==> src/hdl/u16u8_pkg.sv <==
// Shared types and constants for the UTF-16 to UTF-8 transcoder.
// No dependencies; imported by every module of the block.
package u16u8_pkg;

    // Code unit and code point widths
    localparam int UNIT_W = 16;
    localparam int CP_W   = 21;

    // Configuration register indexes (byte address = 4 * index)
    localparam logic REG_DETECT_BOM = 1'b0;
    localparam logic REG_SWAP_BYTES = 1'b1;

    // Status codes carried with each result
    localparam logic [1:0] ST_OK       = 2'd0;
    localparam logic [1:0] ST_NO_BOM   = 2'd1;
    localparam logic [1:0] ST_BAD_PAIR = 2'd2;

    // Special code units and ranges
    localparam logic [15:0] BOM_NATIVE  = 16'hFEFF;
    localparam logic [15:0] BOM_SWAPPED = 16'hFFFE;
    localparam logic [15:0] HIGH_FIRST  = 16'hD800;
    localparam logic [15:0] HIGH_LAST   = 16'hDBFF;
    localparam logic [15:0] LOW_FIRST   = 16'hDC00;
    localparam logic [15:0] LOW_LAST    = 16'hDFFF;
    localparam logic [20:0] SUPP_BASE   = 21'h10000;

    // UTF-8 length limits
    localparam logic [20:0] MAX_1BYTE = 21'h7F;
    localparam logic [20:0] MAX_2BYTE = 21'h7FF;
    localparam logic [20:0] MAX_3BYTE = 21'hFFFF;

    // UTF-8 lead and continuation markers
    localparam logic [7:0] LEAD2 = 8'hC0;
    localparam logic [7:0] LEAD3 = 8'hE0;
    localparam logic [7:0] LEAD4 = 8'hF0;
    localparam logic [7:0] CONT  = 8'h80;

    // Kind of work handed from front to back
    typedef enum logic [1:0] {
        JOB_CHAR,
        JOB_ERR,
        JOB_TERM
    } t_job_kind;

    typedef struct packed {
        t_job_kind       kind;
        logic [CP_W-1:0] cp;
        logic [1:0]      status;
    } t_job;

    // Configuration register values
    typedef struct packed {
        logic detect_bom;
        logic swap_bytes;
    } t_cfg;

endpackage

==> src/hdl/u16u8_front.sv <==
// Front end: accepts code units, tracks string state and classifies each
// unit into a job for the back end. Depends on u16u8_pkg.
module u16u8_front
    import u16u8_pkg::*;
(
    input  logic              i_clk,
    input  logic              i_rst_n,
    input  t_cfg              i_cfg,
    input  logic              i_valid,
    input  logic [UNIT_W-1:0] i_code_unit,
    output logic              o_ready,
    input  logic              i_q_full,
    output logic              o_push,
    output t_job              o_job
);

    logic       r_at_start, n_at_start;
    logic       r_swap_active, n_swap_active;
    logic       r_high_pending, n_high_pending;
    logic [9:0] r_high_bits, n_high_bits;
    logic       r_discarding, n_discarding;

    logic              w_accept;
    logic              w_swap;
    logic [UNIT_W-1:0] w_c;
    logic [CP_W-1:0]   w_pair_cp;

    assign o_ready  = !i_q_full;
    assign w_accept = i_valid && o_ready;

    // Byte order in force for this unit
    assign w_swap = r_at_start ? i_cfg.swap_bytes : r_swap_active;
    assign w_c    = w_swap ? {i_code_unit[7:0], i_code_unit[15:8]} : i_code_unit;

    // Code point of a surrogate pair
    assign w_pair_cp = SUPP_BASE + {1'b0, r_high_bits, w_c[9:0]};

    // Classification and next state
    always_comb begin
        n_at_start     = r_at_start;
        n_swap_active  = r_swap_active;
        n_high_pending = r_high_pending;
        n_high_bits    = r_high_bits;
        n_discarding   = r_discarding;
        o_push         = 1'b0;
        o_job.kind     = JOB_CHAR;
        o_job.cp       = {5'd0, w_c};
        o_job.status   = ST_OK;

        if (w_accept) begin
            if (i_code_unit == '0) begin
                // terminator always yields one result and restarts
                o_push       = 1'b1;
                o_job.kind   = JOB_TERM;
                o_job.cp     = '0;
                if (!r_discarding) begin
                    if (r_high_pending) begin
                        o_job.status = ST_BAD_PAIR;
                    end else if (r_at_start && i_cfg.detect_bom) begin
                        o_job.status = ST_NO_BOM;
                    end
                end
                n_at_start     = 1'b1;
                n_high_pending = 1'b0;
                n_high_bits    = '0;
                n_discarding   = 1'b0;
            end else if (!r_discarding) begin
                if (r_at_start && i_cfg.detect_bom) begin
                    n_at_start = 1'b0;
                    if (i_code_unit == BOM_NATIVE) begin
                        n_swap_active = 1'b0;
                    end else if (i_code_unit == BOM_SWAPPED) begin
                        n_swap_active = 1'b1;
                    end else begin
                        o_push         = 1'b1;
                        o_job.kind     = JOB_ERR;
                        o_job.status   = ST_NO_BOM;
                        n_discarding   = 1'b1;
                        n_high_pending = 1'b0;
                    end
                end else begin
                    if (r_at_start) begin
                        n_at_start    = 1'b0;
                        n_swap_active = i_cfg.swap_bytes;
                    end
                    if (r_high_pending) begin
                        o_push = 1'b1;
                        if (w_c < LOW_FIRST || w_c > LOW_LAST) begin
                            o_job.kind     = JOB_ERR;
                            o_job.status   = ST_BAD_PAIR;
                            n_discarding   = 1'b1;
                        end else begin
                            o_job.cp = w_pair_cp;
                        end
                        n_high_pending = 1'b0;
                    end else if (w_c >= HIGH_FIRST && w_c <= HIGH_LAST) begin
                        n_high_pending = 1'b1;
                        n_high_bits    = w_c[9:0];
                    end else if (w_c >= LOW_FIRST && w_c <= LOW_LAST) begin
                        o_push         = 1'b1;
                        o_job.kind     = JOB_ERR;
                        o_job.status   = ST_BAD_PAIR;
                        n_discarding   = 1'b1;
                    end else begin
                        o_push = 1'b1;
                    end
                end
            end
        end
    end

    // String state registers
    always_ff @(posedge i_clk) begin
        if (!i_rst_n) begin
            r_at_start     <= 1'b1;
            r_swap_active  <= 1'b0;
            r_high_pending <= 1'b0;
            r_high_bits    <= '0;
            r_discarding   <= 1'b0;
        end else begin
            r_at_start     <= n_at_start;
            r_swap_active  <= n_swap_active;
            r_high_pending <= n_high_pending;
            r_high_bits    <= n_high_bits;
            r_discarding   <= n_discarding;
        end
    end

endmodule

==> src/hdl/u16u8_queue.sv <==
// Two-entry job queue between front and back end.
// Depends on u16u8_pkg for the job type.
module u16u8_queue
    import u16u8_pkg::*;
(
    input  logic i_clk,
    input  logic i_rst_n,
    input  logic i_push,
    input  t_job i_job,
    output logic o_full,
    output logic o_valid,
    input  logic i_pop,
    output t_job o_job
);

    t_job       r_mem [2];
    logic       r_wr_ptr;
    logic       r_rd_ptr;
    logic [1:0] r_count;

    assign o_full  = r_count == 2'd2;
    assign o_valid = r_count != 2'd0;
    assign o_job   = r_mem[r_rd_ptr];

    // Entry storage
    always_ff @(posedge i_clk) begin
        if (i_push) begin
            r_mem[r_wr_ptr] <= i_job;
        end
    end

    // Pointers and fill count
    always_ff @(posedge i_clk) begin
        if (!i_rst_n) begin
            r_wr_ptr <= 1'b0;
            r_rd_ptr <= 1'b0;
            r_count  <= '0;
        end else begin
            if (i_push) begin
                r_wr_ptr <= !r_wr_ptr;
            end
            if (i_pop) begin
                r_rd_ptr <= !r_rd_ptr;
            end
            if (i_push && !i_pop) begin
                r_count <= r_count + 2'd1;
            end else if (i_pop && !i_push) begin
                r_count <= r_count - 2'd1;
            end
        end
    end

endmodule

==> src/hdl/u16u8_back.sv <==
// Back end: turns queued jobs into UTF-8 bytes, one per cycle while not
// stalled by i_ready, into an output register. Depends on u16u8_pkg.
module u16u8_back
    import u16u8_pkg::*;
(
    input  logic       i_clk,
    input  logic       i_rst_n,
    input  logic       i_q_valid,
    input  t_job       i_job,
    output logic       o_pop,
    output logic       o_valid,
    input  logic       i_ready,
    output logic [7:0] o_utf8_byte,
    output logic       o_last_of_run,
    output logic       o_end_of_string,
    output logic [1:0] o_status
);

    logic [1:0] r_idx;
    logic       r_valid;
    logic [7:0] r_byte;
    logic       r_last;
    logic       r_eos;
    logic [1:0] r_status;

    logic       w_load;
    logic [1:0] w_last_idx;
    logic [1:0] w_pos;
    logic       w_last;
    logic [7:0] w_lead;
    logic [5:0] w_cont;
    logic [7:0] w_byte;

    // Byte count minus one of the current job
    always_comb begin
        if (i_job.kind != JOB_CHAR || i_job.cp <= MAX_1BYTE) begin
            w_last_idx = 2'd0;
        end else if (i_job.cp <= MAX_2BYTE) begin
            w_last_idx = 2'd1;
        end else if (i_job.cp <= MAX_3BYTE) begin
            w_last_idx = 2'd2;
        end else begin
            w_last_idx = 2'd3;
        end
    end

    assign w_last = r_idx == w_last_idx;
    assign w_pos  = w_last_idx - r_idx;

    // Lead byte by length
    always_comb begin
        case (w_last_idx)
            2'd0:    w_lead = {1'b0, i_job.cp[6:0]};
            2'd1:    w_lead = LEAD2 | {3'd0, i_job.cp[10:6]};
            2'd2:    w_lead = LEAD3 | {4'd0, i_job.cp[15:12]};
            2'd3:    w_lead = LEAD4 | {5'd0, i_job.cp[20:18]};
            default: w_lead = '0;
        endcase
    end

    // Six payload bits of a continuation byte, by bytes still to follow
    always_comb begin
        case (w_pos)
            2'd0:    w_cont = i_job.cp[5:0];
            2'd1:    w_cont = i_job.cp[11:6];
            2'd2:    w_cont = i_job.cp[17:12];
            default: w_cont = '0;
        endcase
    end

    always_comb begin
        if (i_job.kind != JOB_CHAR) begin
            w_byte = '0;
        end else if (r_idx == 2'd0) begin
            w_byte = w_lead;
        end else begin
            w_byte = CONT | {2'd0, w_cont};
        end
    end

    assign w_load = i_q_valid && (!r_valid || i_ready);
    assign o_pop  = w_load && w_last;

    // Output register
    always_ff @(posedge i_clk) begin
        if (w_load) begin
            r_byte   <= w_byte;
            r_last   <= w_last;
            r_eos    <= i_job.kind == JOB_TERM;
            r_status <= i_job.status;
        end
    end

    // Byte index and output valid
    always_ff @(posedge i_clk) begin
        if (!i_rst_n) begin
            r_idx   <= '0;
            r_valid <= 1'b0;
        end else begin
            if (w_load) begin
                r_valid <= 1'b1;
                r_idx   <= w_last ? 2'd0 : r_idx + 2'd1;
            end else if (i_ready) begin
                r_valid <= 1'b0;
            end
        end
    end

    assign o_valid         = r_valid;
    assign o_utf8_byte     = r_byte;
    assign o_last_of_run   = r_last;
    assign o_end_of_string = r_eos;
    assign o_status        = r_status;

endmodule

==> src/hdl/utf16_to_utf8_transcoder.sv <==
// UTF-16 to UTF-8 transcoder top level: configuration registers, front end,
// job queue and back end. Depends on u16u8_pkg and the u16u8_* modules.
//
// Usage:
//   Input channel (i_valid/o_ready) takes one 16-bit code unit per item.
//   Output channel (o_valid/i_ready) gives one UTF-8 byte per item with
//   last_of_run on the final byte of a unit, end_of_string on the 0x00
//   terminator and a status code (0 ok, 1 missing mark, 2 bad pair).
//   Registers over APB: detect_bom at 0x0, swap_bytes at 0x4; write them
//   only while the block is idle. Byte order is latched at string start.
// Path: a unit's job passes the job queue, its bytes the output register. The
//   back-end serializer sets throughput at one byte per cycle while i_ready
//   is high: a unit gives 1 to 4 bytes (4 for a surrogate pair), units that
//   give no bytes (marks, high surrogates, dropped units) cost none there.
//   Units are taken every cycle while the two-entry job queue has room.
// Reset: synchronous, active low; clears string state, queue and output
//   valid, and both registers go to 0.
// Stall: when i_ready is low the output byte holds; the queue fills and
//   then o_ready drops until the back end drains.
module utf16_to_utf8_transcoder
    import u16u8_pkg::*;
(
    input  logic              i_clk,
    input  logic              i_rst_n,
    input  logic              psel,
    input  logic              penable,
    input  logic              pwrite,
    input  logic [2:0]        paddr,
    input  logic [31:0]       pwdata,
    output logic [31:0]       prdata,
    output logic              pready,
    input  logic              i_valid,
    output logic              o_ready,
    input  logic [UNIT_W-1:0] i_code_unit,
    output logic              o_valid,
    input  logic              i_ready,
    output logic [7:0]        o_utf8_byte,
    output logic              o_last_of_run,
    output logic              o_end_of_string,
    output logic [1:0]        o_status
);

    t_cfg r_cfg;
    logic w_cfg_wr;
    logic w_q_full;
    logic w_push;
    t_job w_push_job;
    logic w_q_valid;
    logic w_pop;
    t_job w_head_job;

    // Configuration registers
    assign pready   = 1'b1;
    assign w_cfg_wr = psel && penable && pwrite && pready;

    always_ff @(posedge i_clk) begin
        if (!i_rst_n) begin
            r_cfg <= '0;
        end else if (w_cfg_wr) begin
            if (paddr[2] == REG_DETECT_BOM) begin
                r_cfg.detect_bom <= pwdata[0];
            end else begin
                r_cfg.swap_bytes <= pwdata[0];
            end
        end
    end

    always_comb begin
        if (paddr[2] == REG_SWAP_BYTES) begin
            prdata = {31'd0, r_cfg.swap_bytes};
        end else begin
            prdata = {31'd0, r_cfg.detect_bom};
        end
    end

    u16u8_front u_front (
        .i_clk       (i_clk),
        .i_rst_n     (i_rst_n),
        .i_cfg       (r_cfg),
        .i_valid     (i_valid),
        .i_code_unit (i_code_unit),
        .o_ready     (o_ready),
        .i_q_full    (w_q_full),
        .o_push      (w_push),
        .o_job       (w_push_job)
    );

    u16u8_queue u_queue (
        .i_clk   (i_clk),
        .i_rst_n (i_rst_n),
        .i_push  (w_push),
        .i_job   (w_push_job),
        .o_full  (w_q_full),
        .o_valid (w_q_valid),
        .i_pop   (w_pop),
        .o_job   (w_head_job)
    );

    u16u8_back u_back (
        .i_clk           (i_clk),
        .i_rst_n         (i_rst_n),
        .i_q_valid       (w_q_valid),
        .i_job           (w_head_job),
        .o_pop           (w_pop),
        .o_valid         (o_valid),
        .i_ready         (i_ready),
        .o_utf8_byte     (o_utf8_byte),
        .o_last_of_run   (o_last_of_run),
        .o_end_of_string (o_end_of_string),
        .o_status        (o_status)
    );

endmodule

==> config.mk <==
export PLATFORM = sky130hd
export DESIGN_NAME = utf16_to_utf8_transcoder
export DESIGN_NICKNAME = d
export VERILOG_FILES = /design/src/hdl/u16u8_pkg.sv /design/src/hdl/u16u8_front.sv /design/src/hdl/u16u8_queue.sv /design/src/hdl/u16u8_back.sv /design/src/hdl/utf16_to_utf8_transcoder.sv
export SDC_FILE = /design/constraint.sdc
export NUM_CORES = 1
export LEC_CHECK = 0
export CAP_MARGIN = 20
export CORE_ASPECT_RATIO = 1.5
export CORE_UTILIZATION = 60
export DETAILED_ROUTE_END_ITERATION = 16
export DONT_BUFFER_PORTS = 1
export GPL_TIMING_DRIVEN = 0
export PLACE_DENSITY = 0.72
export REMOVE_ABC_BUFFERS = 1
export SLEW_MARGIN = 5
export SYNTH_ARGS = -nofsm -noshare
export SYNTH_HDL_FRONTEND = slang
export SYNTH_HIERARCHICAL = 1
export SYNTH_SLANG_ARGS = --single-unit
==> constraint.sdc <==
create_clock -name i_clk -period 7.45 [get_ports i_clk]
set_input_delay 0.3725 -clock i_clk [delete_from_list [all_inputs] [get_ports i_clk]]
set_output_delay 0.3725 -clock i_clk [all_outputs]
set_load 0.05 [all_outputs]
==> run metrics <==
H-tree level count=3; top cell type's share of synthesized area=38.8%; clock root buffer master=clkbuf_16; placeable core area=0.00766 mm2; Async S/R FF share, synth=0%; Syn Area/Cell=11.3 um2; area growth from synthesis to layout=6.64%; 1st-iter DRT viols=322; total inserted antenna cells=0; drc violations=0; overall track demand over capacity in global routing=24.8%; number of unique standard cell types used by synthesis=65; first-pass GRT wire length=15,400 um; post-cts resize count=0; drt first pass iters=5; number of buffers inserted by hold repair at cts=0; number of enable-type register cells in the synthesized netlist=62; number of setup buffers added after CTS=0; Critical-path top delay cell=xor2_2; maximum vdd ir drop=0.172 mV; worst slew pin tran=1010 ps; total setup violations reported at the end of the flow=0; overall overflow remaining after global route=0; flip-flop and latch count after synthesis=86; critical path class=flip-flop to flip-flop; effective utilization at floorplan=62.7%; list of cells traversed by the critical path=buf_8 -> mux2_2 -> nor4_1 -> nand4_1 -> nand2_1 -> a31o_2 -> ha_1 -> xor2_2 -> nor2_1 -> mux2i_2 -> nand2_1 -> o211ai_1; Most used DFF post-synth=edfxtp_1; dominant cell type by area after synthesis=edfxtp_1; Final Critical Period=4780 ps; WP data arrival=4950 ps; main area contributors after synthesis=edfxtp_1, dfxtp_1, mux2_2; number of violations of the max-capacitance limit=0; pin count of the biggest net entering global routing=29; maximum cell stage delay along the critical path=800 ps; antenna violations before repair=0; vias after detailed routing=3,366; Syn Inst Count=426; final weighted congestion in routability-driven placement=0.903; type of destination of the critical path=flip-flop; RSZ-0062 raised after global routing=false; required time of the worst setup path=7620 ps; Synth Warn #=6; CTS tree=built; clock transition at the registers of the reported paths=70 ps; full die area=0.00837 mm2; Sinks on Clock Net=86; post-route cell area=0.00512 mm2; run status=finished, final reports clean; Cell Pwr Density=347 mW/mm2; synthesized cell area=0.00480 mm2; Antenna Nets Post-Route=0; Vert. Die Dim=112 um; cell area after placement=0.00473 mm2; TNS Setup=0 ps; end of the critical path=u_back/o_utf8_byte[3]; worst slew margin relative to its limit=32.5%; Max Clk Rate=0.209 GHz; Total Power=0.00178 W; # nets final=482; number of buffers inserted by port buffering=0; reg-to-reg slack, setup=2670 ps; final-layout worst hold slack=159 ps; FF-to-FF End=u_back/o_utf8_byte[3]; cell row count=39; worst reg-to-reg path cell count=12; Max clock buf depth=2; die outline width=75.0 um; class of the worst hold path=input port to flip-flop; setup clock skew after layout=7.50 ps; via count of the first global-routing pass=3,107; post-detailed-route via-to-cell ratio=6.39; insertion delay to the later sink of the worst-skew pair=340 ps; Fin. Hold Viols=0; final worst path period share=64.2%; Final Max Tran Viols=0; Critical Path Start Type=flip-flop; overall routed net length=9840 um; share of the yosys chip area belonging to registers=48.8%; Critical Path Fanout Max=21; FILL cells=582; number of I/O pins=105; cell repeated most along the worst path=nand2_1; layout cell share with drive strength beyond 1=18.4%; DP HPWL=6740 um; average wire per cell in the routed design=18.7 um; number of clock buffers inserted by TritonCTS=9; static leakage power=1.78 nW
flip-flops by register name, summed over array words and instances (netlist names), 2 cells and up, named ones only:
register and cells:
u_queue/r_mem 50, u_back/o_status 2, u_back/r_idx 2, u_front/r_high_bits 10
u_queue/r_count 2, r_cfg 2, u_back/o_utf8_byte 8
cells in the final DEF (no fill, tap or decap), types with 5 or more instances in the layout:
master,instances
o211ai_1,8
edfxtp_1,62
dfxtp_1,24
o31ai_1,12
nand2_1,22
nor2_1,15
a21oi_1,5
nor4_1,9
mux2_2,37
conb_1,32
a211oi_1,5
nand2b_1,5
inv_1,14
nand3_1,12
clkbuf_16,9
a22o_1,10
and2_1,8
o21ai_0,6
mux2_1,5
o21a_1,7
nand4_1,22
a31oi_1,6
nor3_1,7
Yosys cell counts, drive strengths merged, types with 4 or more instances:
library cell  number
a31oi              6
nand3             12
nor3               9
xor2               5
nor4               9
a211oi             5
o2111ai            4
and2               8
ha                 4
nand4             22
edfxtp            62
nand2             22
a22o              10
a21oi              7
dfxtp             24
nor2              16
inv               14
o31ai             12
or2                4
o21a               7
buf               41
nor2b              5
mux2              42
o211ai             8
nand2b             5
clkbuf            12
o21ai              8
mux2i              6
xnor2              5
layer usage:
layer | routed length [um] | global-route usage (%) | up-vias | share of wire (%)
met5 | 0 | 0 | - | 0
met4 | 286 | 12.3 | 0 | 2.9
met3 | 536 | 4.07 | 29 | 5.4
met2 | 5130 | 40.8 | 168 | 52
met1 | 3900 | 30.7 | 1610 | 40
li1 | - | - | 1559 | -
worst min path at each step:
stage                                start                endpoint  slack (ps)  depth (start not counted)
floorplan           u_front/r_high_bits[3]  u_front/r_high_bits[3]         450                          1
global placement    u_front/r_high_bits[3]  u_front/r_high_bits[3]         460                          1
detailed placement  u_front/r_high_bits[3]  u_front/r_high_bits[3]         470                          1
CTS                                i_rst_n        u_queue/r_wr_ptr         140                          1
global route                       i_rst_n      u_queue/r_count[0]         150                          1
finish                             i_rst_n      u_queue/r_count[0]         160                          1
final cells by class:
cell class              instances  area, um2  share of cell area (%)
well taps                     102        128                    2.49
inverters                      14       52.6                    1.03
clock buffers                   9        225                    4.40
flip-flops and latches         86       2340                    45.7
multi-input cells             303       2180                    42.7
repair buffers                  6       83.8                    1.64
clock inverters                 7        105                    2.05
stage by stage:
step	utilization, %	setup WS (ps)	cells
global placement	61.3	2020	505
floorplan	-	3250	403
finish	66.8	2670	527
detailed placement	61.8	2330	507
global route	66.8	2500	527
CTS	66.1	2300	523
worst max-delay path, delay by kind of cell, from the launching register on:
kind,cells,cell delay (ps)
adder cells (fa/ha/maj),1,220
AO/OA/AOI/OAI,2,400
buffers and inverters,1,240
flip-flops,1,500
multiplexers,2,720
AND/OR/NAND/NOR,5,1710
XOR/XNOR,1,800
cells by family after synthesis:
logic type,synth area share [%]
AOI/OAI and AO/OA,13.3
and+or+nand+nor,15.2
adders and majority gates,1.04
muxes,11.2
DFF,48.8
xor gates and xnor gates,1.98
other,0.156
buffers and inverters,8.36
power breakdown:
| part | switching (W) | total, W | internal [W] |
|---|---|---|---|
| clock network | 0.000191 | 0.000490 | 0.000299 |
| logic | 0.000328 | 0.000503 | 0.000175 |
| registers | 0.000159 | 0.000784 | 0.000625 |
Power figures use the tool's default switching activity.
